==> src/breakpoint_table_stepover_core_defines.svh <==
// Assertion macros for the breakpoint table RTL.
`ifndef BREAKPOINT_TABLE_STEPOVER_CORE_DEFINES_SVH
`define BREAKPOINT_TABLE_STEPOVER_CORE_DEFINES_SVH

// Checked on every rising edge of aclk outside of reset.
`define BTS_ASSERT(lbl, prop, msg) \
    lbl: assert property (@(posedge aclk) disable iff (!aresetn) prop) else $error(msg);

// Checked on every rising edge of aclk, reset included.
`define BTS_ASSERT_ALWAYS(lbl, prop, msg) \
    lbl: assert property (@(posedge aclk) prop) else $error(msg);

`endif

==> src/bts_pkg.sv <==
package bts_pkg;

    localparam int BREAKPOINT_SLOTS = 8;
    localparam int IDX_W = (BREAKPOINT_SLOTS > 1) ? $clog2(BREAKPOINT_SLOTS) : 1;

    localparam logic ACT_TOGGLE = 1'b0;
    localparam logic ACT_FETCH  = 1'b1;

    localparam logic [1:0] ST_ADDED   = 2'd0;
    localparam logic [1:0] ST_REMOVED = 2'd1;
    localparam logic [1:0] ST_FULL    = 2'd2;

    localparam logic [7:0] PFX_CB = 8'hCB;
    localparam logic [7:0] PFX_DD = 8'hDD;
    localparam logic [7:0] PFX_ED = 8'hED;
    localparam logic [7:0] PFX_FD = 8'hFD;
    localparam logic [7:0] OP_CALL      = 8'hCD;
    localparam logic [7:0] OP_CLASS_MSK = 8'hC7;
    localparam logic [7:0] OP_CALL_CC   = 8'hC4;
    localparam logic [7:0] OP_RST       = 8'hC7;
    localparam logic [1:0] LEN_NONE = 2'd0;
    localparam logic [1:0] LEN_CALL = 2'd3;
    localparam logic [1:0] LEN_RST  = 2'd1;

    typedef struct packed {
        logic        action;
        logic [15:0] address;
        logic [7:0]  opcode;
    } in_t;

    typedef struct packed {
        logic        hit;
        logic        is_subroutine;
        logic [15:0] return_address;
        logic [1:0]  toggle_status;
    } out_t;

    // Microprogram step numbers.
    typedef logic [1:0] step_t;
    localparam step_t STEP_WAIT    = 2'd0;
    localparam step_t STEP_SCAN    = 2'd1;
    localparam step_t STEP_RESOLVE = 2'd2;

    typedef enum logic [1:0] {
        COND_ACCEPT    = 2'd0,
        COND_SCAN_DONE = 2'd1,
        COND_OUT_FREE  = 2'd2
    } cond_t;

    // One control word of the microprogram.
    typedef struct packed {
        logic  take_in;
        logic  scan;
        logic  resolve;
        cond_t cond;
        step_t tgt_true;
        step_t tgt_false;
    } ctrl_t;

    // Datapath flags that the sequencer branches on.
    typedef struct packed {
        logic accept;
        logic scan_done;
        logic out_free;
    } stat_t;

    function automatic ctrl_t rom_word(step_t step);
        ctrl_t w;
        w = '{take_in: 1'b0, scan: 1'b0, resolve: 1'b0, cond: COND_ACCEPT,
              tgt_true: STEP_WAIT, tgt_false: STEP_WAIT};
        case (step)
            STEP_WAIT: begin
                w.take_in   = 1'b1;
                w.cond      = COND_ACCEPT;
                w.tgt_true  = STEP_SCAN;
                w.tgt_false = STEP_WAIT;
            end
            STEP_SCAN: begin
                w.scan      = 1'b1;
                w.cond      = COND_SCAN_DONE;
                w.tgt_true  = STEP_RESOLVE;
                w.tgt_false = STEP_SCAN;
            end
            STEP_RESOLVE: begin
                w.resolve   = 1'b1;
                w.cond      = COND_OUT_FREE;
                w.tgt_true  = STEP_WAIT;
                w.tgt_false = STEP_RESOLVE;
            end
            default: begin
                w.cond      = COND_ACCEPT;
            end
        endcase
        return w;
    endfunction

    function automatic logic is_prefix(logic [7:0] b);
        return (b == PFX_CB) || (b == PFX_DD) || (b == PFX_ED) || (b == PFX_FD);
    endfunction

    function automatic logic [1:0] sub_len(logic [7:0] op);
        logic [1:0] len;
        len = LEN_NONE;
        if ((op == OP_CALL) || ((op & OP_CLASS_MSK) == OP_CALL_CC)) begin
            len = LEN_CALL;
        end else if ((op & OP_CLASS_MSK) == OP_RST) begin
            len = LEN_RST;
        end
        return len;
    endfunction

endpackage

==> src/bts_ram.sv <==
module bts_ram #(
    parameter int WIDTH  = 16,
    parameter int DEPTH  = 8,
    parameter int ADDR_W = (DEPTH > 1) ? $clog2(DEPTH) : 1
) (
    input  logic              aclk,
    input  logic              we,
    input  logic [ADDR_W-1:0] waddr,
    input  logic [WIDTH-1:0]  wdata,
    input  logic [ADDR_W-1:0] raddr,
    output logic [WIDTH-1:0]  rdata
);

    logic [WIDTH-1:0] mem [DEPTH];

    always_ff @(posedge aclk) begin
        if (we) begin
            mem[waddr] <= wdata;
        end
        rdata <= mem[raddr];
    end

endmodule

==> src/bts_useq.sv <==
module bts_useq (
    input  logic           aclk,
    input  logic           aresetn,
    input  bts_pkg::stat_t stat,
    output bts_pkg::ctrl_t ctrl
);

    bts_pkg::step_t pc_reg;
    bts_pkg::step_t pc_next;
    logic           cond_true;

    assign ctrl = bts_pkg::rom_word(pc_reg);

    always_comb begin
        case (ctrl.cond)
            bts_pkg::COND_ACCEPT:    cond_true = stat.accept;
            bts_pkg::COND_SCAN_DONE: cond_true = stat.scan_done;
            bts_pkg::COND_OUT_FREE:  cond_true = stat.out_free;
            default:                 cond_true = 1'b1;
        endcase
        pc_next = cond_true ? ctrl.tgt_true : ctrl.tgt_false;
    end

    always_ff @(posedge aclk) begin
        if (!aresetn) begin
            pc_reg <= bts_pkg::STEP_WAIT;
        end else begin
            pc_reg <= pc_next;
        end
    end

endmodule

==> src/bts_dpath.sv <==
`include "breakpoint_table_stepover_core_defines.svh"

module bts_dpath (
    input  logic           aclk,
    input  logic           aresetn,
    input  bts_pkg::ctrl_t ctrl,
    output bts_pkg::stat_t stat,
    input  logic           s_valid,
    input  bts_pkg::in_t   s_data,
    output logic           m_valid,
    input  logic           m_ready,
    output bts_pkg::out_t  m_data
);

    localparam int IW = bts_pkg::IDX_W;
    localparam logic [IW-1:0] LAST_IDX = IW'(bts_pkg::BREAKPOINT_SLOTS - 1);

    bts_pkg::in_t  item_reg;
    logic          merged_reg, merged_next;
    logic [7:0]    prev_op_reg, prev_op_next;
    logic [IW-1:0] idx_reg, idx_next;
    logic          match_reg, match_next;
    logic [IW-1:0] match_idx_reg, match_idx_next;
    logic          free_reg, free_next;
    logic [IW-1:0] free_idx_reg, free_idx_next;
    logic [bts_pkg::BREAKPOINT_SLOTS-1:0] valid_reg, valid_next;
    logic          out_valid_reg, out_valid_next;
    bts_pkg::out_t out_reg, out_next;

    logic          accept;
    logic          out_free;
    logic [15:0]   rdata;
    logic          slot_match;
    logic          ram_we;
    logic [1:0]    len;

    assign accept     = ctrl.take_in && s_valid;
    assign out_free   = !out_valid_reg || m_ready;
    assign slot_match = valid_reg[idx_reg] && (rdata == item_reg.address);
    assign len        = bts_pkg::sub_len(item_reg.opcode);

    assign stat.accept    = accept;
    assign stat.out_free  = out_free;
    assign stat.scan_done = merged_reg || slot_match || (idx_reg == LAST_IDX);

    assign m_valid = out_valid_reg;
    assign m_data  = out_reg;

    // A new breakpoint is written only when a toggle resolves with no match.
    assign ram_we = ctrl.resolve && out_free && (item_reg.action == bts_pkg::ACT_TOGGLE)
                    && !match_reg && free_reg;

    bts_ram #(
        .WIDTH(16),
        .DEPTH(bts_pkg::BREAKPOINT_SLOTS)
    ) u_addr_ram (
        .aclk (aclk),
        .we   (ram_we),
        .waddr(free_idx_reg),
        .wdata(item_reg.address),
        .raddr(idx_next),
        .rdata(rdata)
    );

    always_comb begin
        merged_next    = merged_reg;
        prev_op_next   = prev_op_reg;
        idx_next       = idx_reg;
        match_next     = match_reg;
        match_idx_next = match_idx_reg;
        free_next      = free_reg;
        free_idx_next  = free_idx_reg;
        valid_next     = valid_reg;
        out_valid_next = out_valid_reg && !m_ready;
        out_next       = out_reg;

        if (ctrl.take_in) begin
            idx_next   = '0;
            match_next = 1'b0;
            free_next  = 1'b0;
            if (accept) begin
                merged_next = 1'b0;
                if (s_data.action == bts_pkg::ACT_FETCH) begin
                    merged_next  = bts_pkg::is_prefix(prev_op_reg);
                    prev_op_next = s_data.opcode;
                end
            end
        end

        if (ctrl.scan) begin
            if (slot_match) begin
                match_next     = 1'b1;
                match_idx_next = idx_reg;
            end
            if (!valid_reg[idx_reg] && !free_reg) begin
                free_next     = 1'b1;
                free_idx_next = idx_reg;
            end
            if (!stat.scan_done) begin
                idx_next = idx_reg + IW'(1);
            end
        end

        if (ctrl.resolve && out_free) begin
            out_valid_next = 1'b1;
            out_next       = '0;
            if (item_reg.action == bts_pkg::ACT_TOGGLE) begin
                if (match_reg) begin
                    valid_next[match_idx_reg] = 1'b0;
                    out_next.toggle_status    = bts_pkg::ST_REMOVED;
                end else if (free_reg) begin
                    valid_next[free_idx_reg] = 1'b1;
                    out_next.toggle_status   = bts_pkg::ST_ADDED;
                end else begin
                    out_next.toggle_status = bts_pkg::ST_FULL;
                end
            end else if (!merged_reg) begin
                out_next.hit = match_reg;
                if (len != bts_pkg::LEN_NONE) begin
                    out_next.is_subroutine  = 1'b1;
                    out_next.return_address = item_reg.address + {14'd0, len};
                end
            end
        end
    end

    always_ff @(posedge aclk) begin
        if (!aresetn) begin
            prev_op_reg   <= '0;
            valid_reg     <= '0;
            out_valid_reg <= 1'b0;
            merged_reg    <= 1'b0;
            idx_reg       <= '0;
            match_reg     <= 1'b0;
            free_reg      <= 1'b0;
        end else begin
            prev_op_reg   <= prev_op_next;
            valid_reg     <= valid_next;
            out_valid_reg <= out_valid_next;
            merged_reg    <= merged_next;
            idx_reg       <= idx_next;
            match_reg     <= match_next;
            free_reg      <= free_next;
        end
    end

    always_ff @(posedge aclk) begin
        if (accept) begin
            item_reg <= s_data;
        end
        match_idx_reg <= match_idx_next;
        free_idx_reg  <= free_idx_next;
        out_reg       <= out_next;
    end

    `BTS_ASSERT(a_accept_then_scan, accept |=> ctrl.scan, "accepted item did not start a scan")
    `BTS_ASSERT(a_out_from_resolve, $rose(out_valid_reg) |-> $past(ctrl.resolve), "result without resolve")
    `BTS_ASSERT(a_add_sets_valid, ram_we |=> valid_reg[$past(free_idx_reg)], "added slot not valid")

endmodule

==> src/breakpoint_table_stepover_core.sv <==
// Breakpoint comparator with step-over support for an 8-bit CPU bus monitor.
// Each input transfer is either a toggle (action 0), which removes the address
// from the breakpoint table if present, or else stores it in the lowest free
// slot and reports a full table when none is left, or an opcode fetch (action
// 1). A fetch that directly follows a CB, DD, ED or FD prefix byte is merged
// into the current instruction and reports all zeros; a boundary fetch reports
// a breakpoint hit and, for CALL or RST opcodes, the step-over return address.
// Every input transfer yields exactly one result transfer. One item is handled
// at a time, passing through the microprogram steps in turn: a wait step
// takes the item, a scan step compares one table slot per cycle until the
// first match or the last slot (a merged fetch ends the scan at once), and a
// resolve step updates the table and loads the result register. The resolve
// step is held for as long as the previous result still waits in the output
// register, so a stalled result receiver delays it. The slot scan is paced by
// the single read port of the address RAM. There is no clearing pass: of the
// table, only the per-slot valid bits are cleared by reset.
module breakpoint_table_stepover_core (
    input  logic          aclk,
    input  logic          aresetn,
    input  logic          s_valid,
    output logic          s_ready,
    input  bts_pkg::in_t  s_data,
    output logic          m_valid,
    input  logic          m_ready,
    output bts_pkg::out_t m_data
);

    // Control word of the current microprogram step, and the flags it branches on.
    bts_pkg::ctrl_t ctrl;
    bts_pkg::stat_t stat;

    // The block takes a new transfer only in the wait step of the program. A
    // result still held in the output register does not block it; the
    // resolve step waits instead until that register is free.
    assign s_ready = ctrl.take_in;

    bts_useq u_useq (
        .aclk   (aclk),
        .aresetn(aresetn),
        .stat   (stat),
        .ctrl   (ctrl)
    );

    bts_dpath u_dpath (
        .aclk   (aclk),
        .aresetn(aresetn),
        .ctrl   (ctrl),
        .stat   (stat),
        .s_valid(s_valid),
        .s_data (s_data),
        .m_valid(m_valid),
        .m_ready(m_ready),
        .m_data (m_data)
    );

endmodule

==> config.mk <==
export PLATFORM = sky130hd
export DESIGN_NAME = breakpoint_table_stepover_core
export DESIGN_NICKNAME = d
export VERILOG_FILES = /design/src/bts_pkg.sv /design/src/bts_ram.sv /design/src/bts_useq.sv /design/src/bts_dpath.sv /design/src/breakpoint_table_stepover_core.sv
export VERILOG_INCLUDE_DIRS = /design/src /design/src/src
export SDC_FILE = /design/constraint.sdc
export NUM_CORES = 1
export LEC_CHECK = 0
export BUFFER_PORTS_ARGS = -buffer_cell sky130_fd_sc_hd__buf_4
export CAP_MARGIN = 20
export CORE_ASPECT_RATIO = 0.9
export CORE_MARGIN = 1
export CORE_UTILIZATION = 40
export CTS_CLUSTER_SIZE = 28
export DETAILED_ROUTE_END_ITERATION = 10
export PLACE_DENSITY_LB_ADDON = 0.08
export SLEW_MARGIN = 25
export SYNTH_ARGS = -nofsm -noshare
export SYNTH_HDL_FRONTEND = slang
export SYNTH_HIERARCHICAL = 1
export SYNTH_SLANG_ARGS = --single-unit
==> constraint.sdc <==
create_clock -name aclk -period 6.3 [get_ports aclk]
set_input_delay 0.63 -clock aclk [delete_from_list [all_inputs] [get_ports aclk]]
set_output_delay 0.63 -clock aclk [all_outputs]
set_load 0.02 [all_outputs]
==> results.py <==
metrics = {
    "setup_path": {
        "worstSetupPathType": "reg2reg",
        "cp_num_buf_inv": 1,
        "crit_arrival_ns": 4.31,
        "r2r_slack_ns": 2.39,
        "cp-start-kind": "register",
        "path_cells": "xor2_1 > nor4_2 > nand3b_4 > o211ai_4 > mux2i_4 > buf_4 > mux4_1 > mux2_2",
        "timing.rr.end": "u_dpath/u_addr_ram/rdata[3]",
        "cp_slowest_cell": "edfxtp_1",
        "r2r-start": "u_dpath/item_reg[11]",
        "critPathMaxStageDelay_ns": 0.61,
        "critPathMaxFanout": 24,
        "worstSetupEndpointType": "register",
        "reg2reg_depth": 8,
        "worstPathRequired_ns": 6.70,
        "cp_top_family": "multiplexers",
    },
    "placed_design": {
        "dpl.hpwl_mm": 11.48,
        "port_buffers": 50,
        "gp_congestion": 0.7968,
    },
    "floorplan": {
        "std_cell_rows": 51,
        "die_area_um2": 22670,
        "fp.dieW_um": 158.6,
        "fp.dieH_um": 142.9,
        "core-area_um2": 21630,
        "initial_utilization_pct": 40.81,
        "top_level_ports": 51,
    },
    "timing": {
        "slew_violations": 0,
        "timing.fmax_mhz": 255.6,
        "setup-tns-final_ns": 0,
        "min_period_ns": 3.912,
        "tightest_slew_ns": 0.9045,
        "maxSlewHeadroom_pct": 39.48,
        "post-route-period-util_pct": 62.10,
        "grt_setup_unrepaired": "no",
        "setup_viol": 0,
        "holdWs_ns": 0.2943,
        "hold_viol_final": 0,
        "clock_skew_ns": 0.01107,
    },
    "synthesis": {
        "synthesis.nets": 543,
        "avgSynthCellArea_um2": 17.51,
        "syn_area_um2": 8827,
        "netlist_instances": 504,
        "yosysWarnings": 6,
    },
    "clock_tree": {
        "post_cts_buffers": 0,
        "cts_buffer_depth": 3,
        "cts_root_buf": "clkbuf_16",
        "cts.hold.buffers_added": 0,
        "cts-resized-gates": 0,
        "cts_buffers": 25,
        "htreeDepth": 1,
        "cts_tree": "yes",
        "clk_latency_ns": 0.51,
        "clock_sinks": 220,
        "clk_pin_slew_ns": 0.06,
    },
    "global_route": {
        "grt.overflow.total": 0,
        "grt_pass1_wl_mm": 28.22,
        "antenna_found_initial": 0,
        "grt_max_degree": 33,
        "grt_pass1_vias": 4565,
        "grt_use_total_pct": 17.52,
    },
    "cells_and_area": {
        "layout_common_cells": "edfxtp_1 (179), buf_4 (61), dfxtp_1 (41)",
        "nNetsFinal": 613,
        "antenna_cells": 0,
        "largest_reg_flops": 128,
        "syn2layout_area_growth_pct": 16.51,
        "final_common_cell": "edfxtp_1",
        "fill_cells": 1828,
        "final_util_pct": 47.54,
        "drive_gt1_share_pct": 20.85,
    },
    "power_and_ir_drop": {
        "ir_worst_vdd_mv": 0.1811,
        "leakagePower_nw": 3.630,
        "power_density_nw_per_um2": 361.7,
    },
    "drt": {
        "routed_wl_mm": 19.06,
        "drtIter0Drc": 221,
        "routedWlPerCell_um": 21.63,
        "vias": 4593,
        "drc_errors": 0,
        "drtPass1Iterations": 4,
        "vias_per_cell": 5.213,
        "antenna_left": 0,
    },
    "worst_hold_path": {
        "min_to": "u_dpath/item_reg[14]",
        "min-delay-start": "s_data[14]",
        "worstHoldPathCells": 1,
        "hold_class": "in2reg",
    },
    "job": {
        "drv_cap": 0,
    },
    "outcome": {
        "outcome": "completed",
    },
}
-- power by group --
group	switching (W)	internal [W]
Clock	0.000539	0.000761
Sequential	0.000146	0.00174
Combinational	0.000274	0.000257
Total	0.000959	0.00276
-- how the worst max path moves through the flow --
stage,start,to,depth (start not counted)
4_1_cts,u_dpath/item_reg[11],u_dpath/u_addr_ram/rdata[8],8
2_1_floorplan,u_dpath/item_reg[18],u_dpath/u_addr_ram/rdata[1],9
3_5_place_dp,u_dpath/item_reg[11],u_dpath/u_addr_ram/rdata[8],8
3_3_place_gp,u_dpath/item_reg[19],u_dpath/u_addr_ram/rdata[2],8
6_report,u_dpath/item_reg[11],u_dpath/u_addr_ram/rdata[3],8
5_1_grt,u_dpath/item_reg[19],u_dpath/u_addr_ram/rdata[13],8
-- final cells by class --
class	count	area, um2	share of cell area, %
Sequential cell	220	6196	60.24
Inverter	11	41.29	0.4015
Multi-Input combinational cell	255	2495	24.26
Clock buffer	36	696.9	6.776
Tap cell	291	364.1	3.540
Timing Repair Buffer	61	457.9	4.453
Clock inverter	7	33.78	0.3285
-- stage by stage --
stage	std cells	cell area [um2]	setup slack, ns	total power, W
finish	881	10280	2.388	0.003720
global route	881	10280	2.167	0.003878
CTS	881	10280	2.330	0.003775
detailed placement	838	9554	2.356	0.002463
global placement	838	9554	2.362	0.002452
floorplan	504	8827	3.342	0.002278
-- metal layers --
| layer | global-route usage, % | up-vias | wire, um |
|---|---|---|---|
| li1 | - | 2094 | - |
| met4 | 4.656 | 0 | 372 |
| met1 | 24.64 | 2365 | 8852 |
| met5 | 0 | - | 0 |
| met3 | 3.035 | 30 | 883 |
| met2 | 28.07 | 104 | 8951 |
No activity file was read; power rests on OpenSTA's default activity.
